<file path="src/rtl/core/pct_pkg.sv">
// Shared types and codes for the preprocessor conditional tracker.
package pct_pkg;

    localparam int MAX_NESTING_DEF = 16;
    localparam int OFFSET_BITS_DEF = 32;

    localparam logic [1:0] CMD_IF    = 2'd0;
    localparam logic [1:0] CMD_ELIF  = 2'd1;
    localparam logic [1:0] CMD_ELSE  = 2'd2;
    localparam logic [1:0] CMD_ENDIF = 2'd3;

    localparam logic [1:0] ERR_OK       = 2'd0;
    localparam logic [1:0] ERR_NO_OPEN  = 2'd1;
    localparam logic [1:0] ERR_AFTER_ELSE = 2'd2;
    localparam logic [1:0] ERR_FULL     = 2'd3;

    localparam logic [1:0] SPAN_NONE    = 2'd0;
    localparam logic [1:0] SPAN_REPLACE = 2'd1;
    localparam logic [1:0] SPAN_ERASE   = 2'd2;

    // frame flag bit positions
    localparam int FL_TAKEN = 0;
    localparam int FL_ELSE  = 1;
    localparam int FL_AWAIT = 2;

    typedef logic [2:0] t_flags;

    // classified directive handed from the front to the back
    typedef struct packed {
        logic is_if;
        logic is_alt;    // elif or else
        logic is_else;
        logic is_endif;
        logic cond;      // effective condition, forced high for else
    } t_dir;

endpackage

</file>
<file path="src/rtl/core/pct_front.sv">
// Front part: classify each directive request and hold it in a two-entry queue.
module pct_front #(
    parameter int OFFSET_BITS = pct_pkg::OFFSET_BITS_DEF
) (
    input  logic                   i_clk,
    input  logic                   i_rst_n,
    input  logic                   i_in_valid,
    output logic                   o_in_stall,
    input  logic [1:0]             i_cmd,
    input  logic                   i_condition_true,
    input  logic [OFFSET_BITS-1:0] i_directive_start,
    input  logic [OFFSET_BITS-1:0] i_directive_end,
    output logic                   o_q_valid,
    input  logic                   i_q_pop,
    output pct_pkg::t_dir          o_q_dir,
    output logic [OFFSET_BITS-1:0] o_q_start,
    output logic [OFFSET_BITS-1:0] o_q_end
);
    import pct_pkg::*;

    t_dir                   r_dir   [2];
    logic [OFFSET_BITS-1:0] r_start [2];
    logic [OFFSET_BITS-1:0] r_end   [2];
    logic [1:0]             r_cnt, n_cnt;
    logic                   r_wp, r_rp;
    logic                   push;
    t_dir                   dir;

    always_comb begin
        dir = '0;
        unique case (i_cmd)
            CMD_IF: begin
                dir.is_if = 1'b1;
                dir.cond  = i_condition_true;
            end
            CMD_ELIF: begin
                dir.is_alt = 1'b1;
                dir.cond   = i_condition_true;
            end
            CMD_ELSE: begin
                dir.is_alt  = 1'b1;
                dir.is_else = 1'b1;
                dir.cond    = 1'b1;
            end
            default: begin
                dir.is_endif = 1'b1;
            end
        endcase
    end

    assign o_in_stall = (r_cnt == 2'd2);
    assign push       = i_in_valid && !o_in_stall;
    assign o_q_valid  = (r_cnt != 2'd0);
    assign o_q_dir    = r_dir[r_rp];
    assign o_q_start  = r_start[r_rp];
    assign o_q_end    = r_end[r_rp];

    always_comb begin
        n_cnt = r_cnt;
        if (push && !(i_q_pop && o_q_valid)) begin
            n_cnt = r_cnt + 2'd1;
        end else if (!push && i_q_pop && o_q_valid) begin
            n_cnt = r_cnt - 2'd1;
        end
    end

    always_ff @(posedge i_clk) begin
        if (!i_rst_n) begin
            r_cnt <= 2'd0;
            r_wp  <= 1'b0;
            r_rp  <= 1'b0;
        end else begin
            r_cnt <= n_cnt;
            if (push) begin
                r_wp <= !r_wp;
            end
            if (i_q_pop && o_q_valid) begin
                r_rp <= !r_rp;
            end
        end
    end

    always_ff @(posedge i_clk) begin
        if (push) begin
            r_dir[r_wp]   <= dir;
            r_start[r_wp] <= i_directive_start;
            r_end[r_wp]   <= i_directive_end;
        end
    end

endmodule

</file>
<file path="src/rtl/core/pct_back.sv">
// Back part: conditional stack, ignore tracking and the registered result stage.
module pct_back #(
    parameter int MAX_NESTING = pct_pkg::MAX_NESTING_DEF,
    parameter int OFFSET_BITS = pct_pkg::OFFSET_BITS_DEF
) (
    input  logic                   i_clk,
    input  logic                   i_rst_n,
    input  logic                   i_q_valid,
    output logic                   o_q_pop,
    input  pct_pkg::t_dir          i_q_dir,
    input  logic [OFFSET_BITS-1:0] i_q_start,
    input  logic [OFFSET_BITS-1:0] i_q_end,
    output logic                   o_out_valid,
    input  logic                   i_out_stall,
    output logic                   o_must_skip,
    output logic [1:0]             o_error_code,
    output logic [1:0]             o_span_kind,
    output logic [OFFSET_BITS-1:0] o_region_start,
    output logic [OFFSET_BITS-1:0] o_region_end,
    output logic [OFFSET_BITS-1:0] o_kept_start,
    output logic [OFFSET_BITS-1:0] o_kept_end
);
    import pct_pkg::*;

    localparam int DW = $clog2(MAX_NESTING + 1);
    localparam int IW = (MAX_NESTING > 1) ? $clog2(MAX_NESTING) : 1;

    // frames below the top of the stack
    t_flags                 mem_flags [MAX_NESTING];
    logic [OFFSET_BITS-1:0] mem_rs    [MAX_NESTING];
    logic [OFFSET_BITS-1:0] mem_ks    [MAX_NESTING];
    logic [OFFSET_BITS-1:0] mem_ke    [MAX_NESTING];

    t_flags                 r_rd_flags;
    logic [OFFSET_BITS-1:0] r_rd_rs, r_rd_ks, r_rd_ke;

    t_flags                 r_top_flags, n_top_flags, top_flags;
    logic [OFFSET_BITS-1:0] r_top_rs, n_top_rs, top_rs;
    logic [OFFSET_BITS-1:0] r_top_ks, n_top_ks, top_ks;
    logic [OFFSET_BITS-1:0] r_top_ke, n_top_ke, top_ke;
    logic                   r_top_in_mem, n_top_in_mem;

    logic [DW-1:0]          r_depth, n_depth;
    logic                   r_ign_act, n_ign_act;
    logic [DW-1:0]          r_ign_lvl, n_ign_lvl;

    logic                   fire, push_wr, ign_now, ign_push;
    logic [IW-1:0]          wr_idx, rd_idx;

    logic                   skip;
    logic [1:0]             err, kind;
    logic [OFFSET_BITS-1:0] rs, re, ks, ke;
    logic                   was, cond_alt;

    logic                   r_out_valid;
    logic                   r_skip;
    logic [1:0]             r_err, r_kind;
    logic [OFFSET_BITS-1:0] r_rs, r_re, r_ks, r_ke;

    assign fire    = i_q_valid && (!r_out_valid || !i_out_stall);
    assign o_q_pop = fire;

    // top frame comes from the read port just after a pop
    assign top_flags = r_top_in_mem ? r_rd_flags : r_top_flags;
    assign top_rs    = r_top_in_mem ? r_rd_rs    : r_top_rs;
    assign top_ks    = r_top_in_mem ? r_rd_ks    : r_top_ks;
    assign top_ke    = r_top_in_mem ? r_rd_ke    : r_top_ke;

    assign ign_now  = r_ign_act && (r_depth > r_ign_lvl);
    assign ign_push = r_ign_act && ((r_depth + DW'(1)) > r_ign_lvl);
    assign wr_idx   = IW'(r_depth - DW'(1));
    assign rd_idx   = (n_depth == '0) ? '0 : IW'(n_depth - DW'(1));

    always_comb begin
        n_top_flags  = r_top_flags;
        n_top_rs     = r_top_rs;
        n_top_ks     = r_top_ks;
        n_top_ke     = r_top_ke;
        n_top_in_mem = r_top_in_mem;
        n_depth      = r_depth;
        n_ign_act    = r_ign_act;
        n_ign_lvl    = r_ign_lvl;
        push_wr      = 1'b0;
        skip         = 1'b0;
        err          = ERR_OK;
        kind         = SPAN_NONE;
        rs           = '0;
        re           = '0;
        ks           = '0;
        ke           = '0;
        was          = top_flags[FL_TAKEN];
        cond_alt     = i_q_dir.cond;

        if (fire) begin
            if (i_q_dir.is_if) begin
                if (r_depth >= DW'(MAX_NESTING)) begin
                    err = ERR_FULL;
                end else begin
                    // push the old top down, open a fresh frame
                    push_wr      = (r_depth != '0);
                    n_top_flags  = '0;
                    n_top_flags[FL_TAKEN] = i_q_dir.cond;
                    n_top_flags[FL_AWAIT] = i_q_dir.cond;
                    n_top_rs     = i_q_start;
                    n_top_ks     = i_q_dir.cond ? i_q_end : '0;
                    n_top_ke     = '0;
                    n_top_in_mem = 1'b0;
                    n_depth      = r_depth + DW'(1);
                    if (ign_push) begin
                        skip = 1'b1;
                    end else if (!i_q_dir.cond) begin
                        skip      = 1'b1;
                        n_ign_act = 1'b1;
                        n_ign_lvl = r_depth + DW'(1);
                    end else begin
                        n_ign_act = 1'b0;
                        n_ign_lvl = '0;
                    end
                end
            end else if (r_depth == '0) begin
                err = ERR_NO_OPEN;
            end else if (i_q_dir.is_alt) begin
                if (top_flags[FL_ELSE]) begin
                    err = ERR_AFTER_ELSE;
                end else begin
                    n_top_flags  = top_flags;
                    n_top_rs     = top_rs;
                    n_top_ks     = top_ks;
                    n_top_ke     = top_ke;
                    n_top_in_mem = 1'b0;
                    if (i_q_dir.is_else) begin
                        n_top_flags[FL_ELSE] = 1'b1;
                    end
                    if (was) begin
                        if (top_flags[FL_AWAIT]) begin
                            n_top_ke              = i_q_start;
                            n_top_flags[FL_AWAIT] = 1'b0;
                        end
                    end else if (cond_alt) begin
                        n_top_flags[FL_TAKEN] = 1'b1;
                        n_top_flags[FL_AWAIT] = 1'b1;
                        n_top_ks              = i_q_end;
                    end
                    if (ign_now) begin
                        skip = 1'b1;
                    end else if (was || !cond_alt) begin
                        skip      = 1'b1;
                        n_ign_act = 1'b1;
                        n_ign_lvl = r_depth;
                    end else begin
                        n_ign_act = 1'b0;
                        n_ign_lvl = '0;
                    end
                end
            end else begin
                // endif: close the frame, report the region when live
                if (!ign_now) begin
                    rs = top_rs;
                    re = i_q_end;
                    if (top_flags[FL_TAKEN]) begin
                        kind = SPAN_REPLACE;
                        ks   = top_ks;
                        ke   = top_flags[FL_AWAIT] ? i_q_start : top_ke;
                    end else begin
                        kind = SPAN_ERASE;
                    end
                end else begin
                    skip = 1'b1;
                end
                n_depth      = r_depth - DW'(1);
                n_top_in_mem = 1'b1;
            end
        end
    end

    always_ff @(posedge i_clk) begin
        if (push_wr) begin
            mem_flags[wr_idx] <= top_flags;
            mem_rs[wr_idx]    <= top_rs;
            mem_ks[wr_idx]    <= top_ks;
            mem_ke[wr_idx]    <= top_ke;
        end
        r_rd_flags <= mem_flags[rd_idx];
        r_rd_rs    <= mem_rs[rd_idx];
        r_rd_ks    <= mem_ks[rd_idx];
        r_rd_ke    <= mem_ke[rd_idx];
    end

    always_ff @(posedge i_clk) begin
        r_top_flags <= n_top_flags;
        r_top_rs    <= n_top_rs;
        r_top_ks    <= n_top_ks;
        r_top_ke    <= n_top_ke;
        if (fire) begin
            r_skip <= skip;
            r_err  <= err;
            r_kind <= kind;
            r_rs   <= rs;
            r_re   <= re;
            r_ks   <= ks;
            r_ke   <= ke;
        end
    end

    always_ff @(posedge i_clk) begin
        if (!i_rst_n) begin
            r_depth      <= '0;
            r_ign_act    <= 1'b0;
            r_ign_lvl    <= '0;
            r_top_in_mem <= 1'b0;
            r_out_valid  <= 1'b0;
        end else begin
            r_depth      <= n_depth;
            r_ign_act    <= n_ign_act;
            r_ign_lvl    <= n_ign_lvl;
            r_top_in_mem <= n_top_in_mem;
            if (fire) begin
                r_out_valid <= 1'b1;
            end else if (!i_out_stall) begin
                r_out_valid <= 1'b0;
            end
        end
    end

    assign o_out_valid    = r_out_valid;
    assign o_must_skip    = r_skip;
    assign o_error_code   = r_err;
    assign o_span_kind    = r_kind;
    assign o_region_start = r_rs;
    assign o_region_end   = r_re;
    assign o_kept_start   = r_ks;
    assign o_kept_end     = r_ke;

endmodule

</file>
<file path="src/rtl/core/preprocessor_conditional_tracker.sv">
// Top level of the preprocessor conditional tracker: front queue plus stack back end.
//
//  channel | direction | handshake               | payload
//  --------+-----------+-------------------------+-------------------------------------------
//  in      | input     | i_in_valid / o_in_stall | cmd, condition_true, directive offsets
//  out     | output    | o_out_valid/i_out_stall | skip, error, span kind, region, kept span
//
//  One request per cycle sustained while the output is not stalled. A taken request waits in the
//  front queue until the back end works on it, and its result is held in the registered output stage.
//  The stack top lives in registers and lower frames in a memory whose registered read port
//  is addressed with the next depth, so after a pop the new top is ready for the next request.
//  Reset clears the queue, depth, ignore state and output valid; frames need no clearing pass.
//  A stalled output holds its result while the two-entry queue takes requests until full.
module preprocessor_conditional_tracker #(
    parameter int MAX_NESTING = pct_pkg::MAX_NESTING_DEF,
    parameter int OFFSET_BITS = pct_pkg::OFFSET_BITS_DEF
) (
    input  logic                   i_clk,
    input  logic                   i_rst_n,
    input  logic                   i_in_valid,
    output logic                   o_in_stall,
    input  logic [1:0]             i_cmd,
    input  logic                   i_condition_true,
    input  logic [OFFSET_BITS-1:0] i_directive_start,
    input  logic [OFFSET_BITS-1:0] i_directive_end,
    output logic                   o_out_valid,
    input  logic                   i_out_stall,
    output logic                   o_must_skip,
    output logic [1:0]             o_error_code,
    output logic [1:0]             o_span_kind,
    output logic [OFFSET_BITS-1:0] o_region_start,
    output logic [OFFSET_BITS-1:0] o_region_end,
    output logic [OFFSET_BITS-1:0] o_kept_start,
    output logic [OFFSET_BITS-1:0] o_kept_end
);
    import pct_pkg::*;

    // queue to back end
    logic                   q_valid;
    logic                   q_pop;
    t_dir                   q_dir;
    logic [OFFSET_BITS-1:0] q_start;
    logic [OFFSET_BITS-1:0] q_end;

    // classify and hold requests
    pct_front #(
        .OFFSET_BITS (OFFSET_BITS)
    ) u_front (
        .i_clk             (i_clk),
        .i_rst_n           (i_rst_n),
        .i_in_valid        (i_in_valid),
        .o_in_stall        (o_in_stall),
        .i_cmd             (i_cmd),
        .i_condition_true  (i_condition_true),
        .i_directive_start (i_directive_start),
        .i_directive_end   (i_directive_end),
        .o_q_valid         (q_valid),
        .i_q_pop           (q_pop),
        .o_q_dir           (q_dir),
        .o_q_start         (q_start),
        .o_q_end           (q_end)
    );

    // advance the conditional stack and register the result
    pct_back #(
        .MAX_NESTING (MAX_NESTING),
        .OFFSET_BITS (OFFSET_BITS)
    ) u_back (
        .i_clk          (i_clk),
        .i_rst_n        (i_rst_n),
        .i_q_valid      (q_valid),
        .o_q_pop        (q_pop),
        .i_q_dir        (q_dir),
        .i_q_start      (q_start),
        .i_q_end        (q_end),
        .o_out_valid    (o_out_valid),
        .i_out_stall    (i_out_stall),
        .o_must_skip    (o_must_skip),
        .o_error_code   (o_error_code),
        .o_span_kind    (o_span_kind),
        .o_region_start (o_region_start),
        .o_region_end   (o_region_end),
        .o_kept_start   (o_kept_start),
        .o_kept_end     (o_kept_end)
    );

endmodule

</file>
<file path="config.mk">
export PLATFORM = sky130hd
export DESIGN_NAME = preprocessor_conditional_tracker
export DESIGN_NICKNAME = d
export VERILOG_FILES = /design/src/rtl/core/pct_pkg.sv /design/src/rtl/core/pct_front.sv /design/src/rtl/core/pct_back.sv /design/src/rtl/core/preprocessor_conditional_tracker.sv
export SDC_FILE = /design/constraint.sdc
export NUM_CORES = 2
export LEC_CHECK = 0
export ABC_AREA = 1
export BUFFER_PORTS_ARGS = -buffer_cell sky130_fd_sc_hd__buf_4
export CORE_AREA = 3 3 404 406
export DETAILED_ROUTE_END_ITERATION = 8
export DIE_AREA = 0 0 407 409
export PLACE_DENSITY = 0.71
export SLEW_MARGIN = 20
export SYNTH_ARGS = -nofsm -noshare
export SYNTH_HDL_FRONTEND = slang
export SYNTH_HIERARCHICAL = 1
export SYNTH_SLANG_ARGS = --single-unit
</file>
<file path="constraint.sdc">
create_clock -name i_clk -period 13.3 [get_ports i_clk]
set_clock_uncertainty 0.15 [all_clocks]
set_input_delay 2.66 -clock i_clk [delete_from_list [all_inputs] [get_ports i_clk]]
set_output_delay 2.66 -clock i_clk [all_outputs]
set_load 0.03 [all_outputs]
</file>
==> metrics.txt <==
sw frac 0.381; Max Freq 135 MHz; count of final hold-check violations 0; VDD IR-drop max 0.350 mV; leak pwr 40.5 nW; Num CTS Buffers 204; PD cells 219 mW/mm2; CTS Hold Buffers Added 0; crit path cell chain buf_4, nand2_1, nand2_2, inv_6, nand3_2, nand2_2, nand2_4, inv_8, buf_12, buf_6, buf_4, nand3_1, nand3_1, nand3_1, nand3_1, nand2_1; status completed; RSZ-0062 raised after global routing no; Synth warnings 6; initial antenna violation count 7; Post-Syn Area 0.0878 mm2; Max-slew headroom 0.203; kind of critical path primary input to flop; CP bufs+invs 6; Flop pwr share 0.374; Max FO, Critical Path 196; fillers 12300; Setup crit start kind primary input; initial core utilization 0.548; Clock power frac 0.272; Critical Path Source i_out_stall; drt wl/cell 22.0 um; GP Congestion 0.831; WHS 0.332 ns; Max Cap Viol 0; Post-DP HPWL 115000 um; GRT Util Overall 0.278; Worst EP required 13.93 ns; DIE HEIGHT 409 um; Pint 13.2 mW; Final Core Density 0.609; commonest non-fill, non-tap cells in the layout 1952 x edfxtp_1, 1528 x nand2_1, 1358 x inv_1; first-pass GRT wire length 348000 um; # H-tree levels 4; Final setup viols 0; Cells after Synth 8170; Vias 58900; Syn Area/Cell 10.7 um2; slowest stage delay, CP 0.81 ns; post-layout min period 7.42 ns; TritonCTS clock tree built; CTS resizes 0; Via-to-Cell Ratio 5.57; final WL 233000 um; share of total power in combinational logic 0.355; HP Class flop to flop; Max Root-Sink Buffers 3; Worst Hold Launch u_back/r_ign_act; WP data arrival 8.05 ns; largest net degree at the start of global routing 217; slowest CP cell buf_4; Top Ports 206; core area 0.160 mm2; CP delay by family, top buffers and inverters; fin crit share 0.558; row count 147; Residual DRC 0; clk_lat worst skew 0.87 ns; Mapped Nets 8261; Die X 407 um; area grow syn2layout 11.2%; Clock Sinks 2069; Slew Viols, Final 0; Final ANT Viol Nets 0; layout cells sized above 1 0.0969; Sw Pwr 8.15 mW; Iter 0 DRT Violations 7162; clk root buf clkbuf_16; commonest non-fill, non-tap cell in the layout edfxtp_1; Ant. Diodes 0; most frequent CP cell nand3_1; DRT Pass-1 Iters 6; Nets 8323; buffers added on ports 205; Clock Pin Slew Worst Setup and Hold Paths 0.06 ns; vias in the first global route 56900; grt ovf 0; worst-margin pin slew 1.20 ns; Setup TNS Final 0 ns; Post-CTS Setup Inserts 0; Crit. End Element flop; die footprint 0.166 mm2
[power groups by stage]
stage / Combinational (mW) / Clock (mW) / Sequential [mW]
final: 7.58 / 5.81 / 7.99
after global placement: 7.29 / 0 / 8.12
after floorplan: 5.37 / 0 / 8.19
after CTS: 7.49 / 5.86 / 7.99
after detailed placement: 7.44 / 0 / 8.12
after global routing: 8.30 / 6.15 / 8.01
[worst register-to-register path, cell delays in order (launching register included)]
cell and delay [ns]:
dfxtp_4 0.80, mux2_4 0.49, inv_1 0.85, nand2_2 0.23, nand2_2 0.20, nand3_2 0.10, nand2_2 0.12, nand2_4 0.10
inv_8 0.65, buf_12 0.75, buf_6 0.94, buf_4 0.97, nand3_1 0.21, nand3_1 0.15, nand3_1 0.10, nand3_1 0.15
nand2_1 0.05
[per-layer routing]
metal,vias up,share of wire,global-route usage
met3,477,0.097,0.0466
met2,3092,0.48,0.457
met4,0,0.037,0.107
met5,-,0,0
met1,28500,0.38,0.371
li1,26800,-,-
[metrics by stage]
step / worst slack [ns] / cell area [um2] / std cells / power, mW
floorplan: 2.43 / 87800 / 8170 / 13.6
global placement: 4.89 / 90700 / 10200 / 15.4
detailed placement: 4.80 / 90800 / 10200 / 15.6
CTS: 5.69 / 97600 / 10600 / 21.3
global route: 5.56 / 97600 / 10600 / 22.5
finish: 5.88 / 97600 / 10600 / 21.4
[path summary, 6_finish.rpt]
path         slack [ns]  cells past startpoint                 to
max                5.88                     16  u_back/r_rd_rs[1]
min                0.33                      2   u_back/r_ign_act
max reg2reg        6.23                     16  u_back/r_rd_rs[1]
min reg2reg        0.33                      2   u_back/r_ign_act
[layout make-up]
cell class              count  area [um2]  share of cell area
clock buffers             278        5590              0.0573
clock inverters           107        1220              0.0125
repair buffers            289        2410              0.0247
inverters                1371        5170              0.0530
flip-flops and latches   2069       61000               0.624
multi-input cells        4297       19600               0.200
well taps                2160        2700              0.0277
[sequential cells by signal (all words and copies together), names as in the netlist, 48 cells and up, named ones only]
name,flops
u_front/r_end,64
u_back/mem_rs,512
u_back/mem_ks,512
u_back/mem_ke,512
u_back/mem_flags,48
u_front/r_start,64
Power figures use the tool's default switching activity.
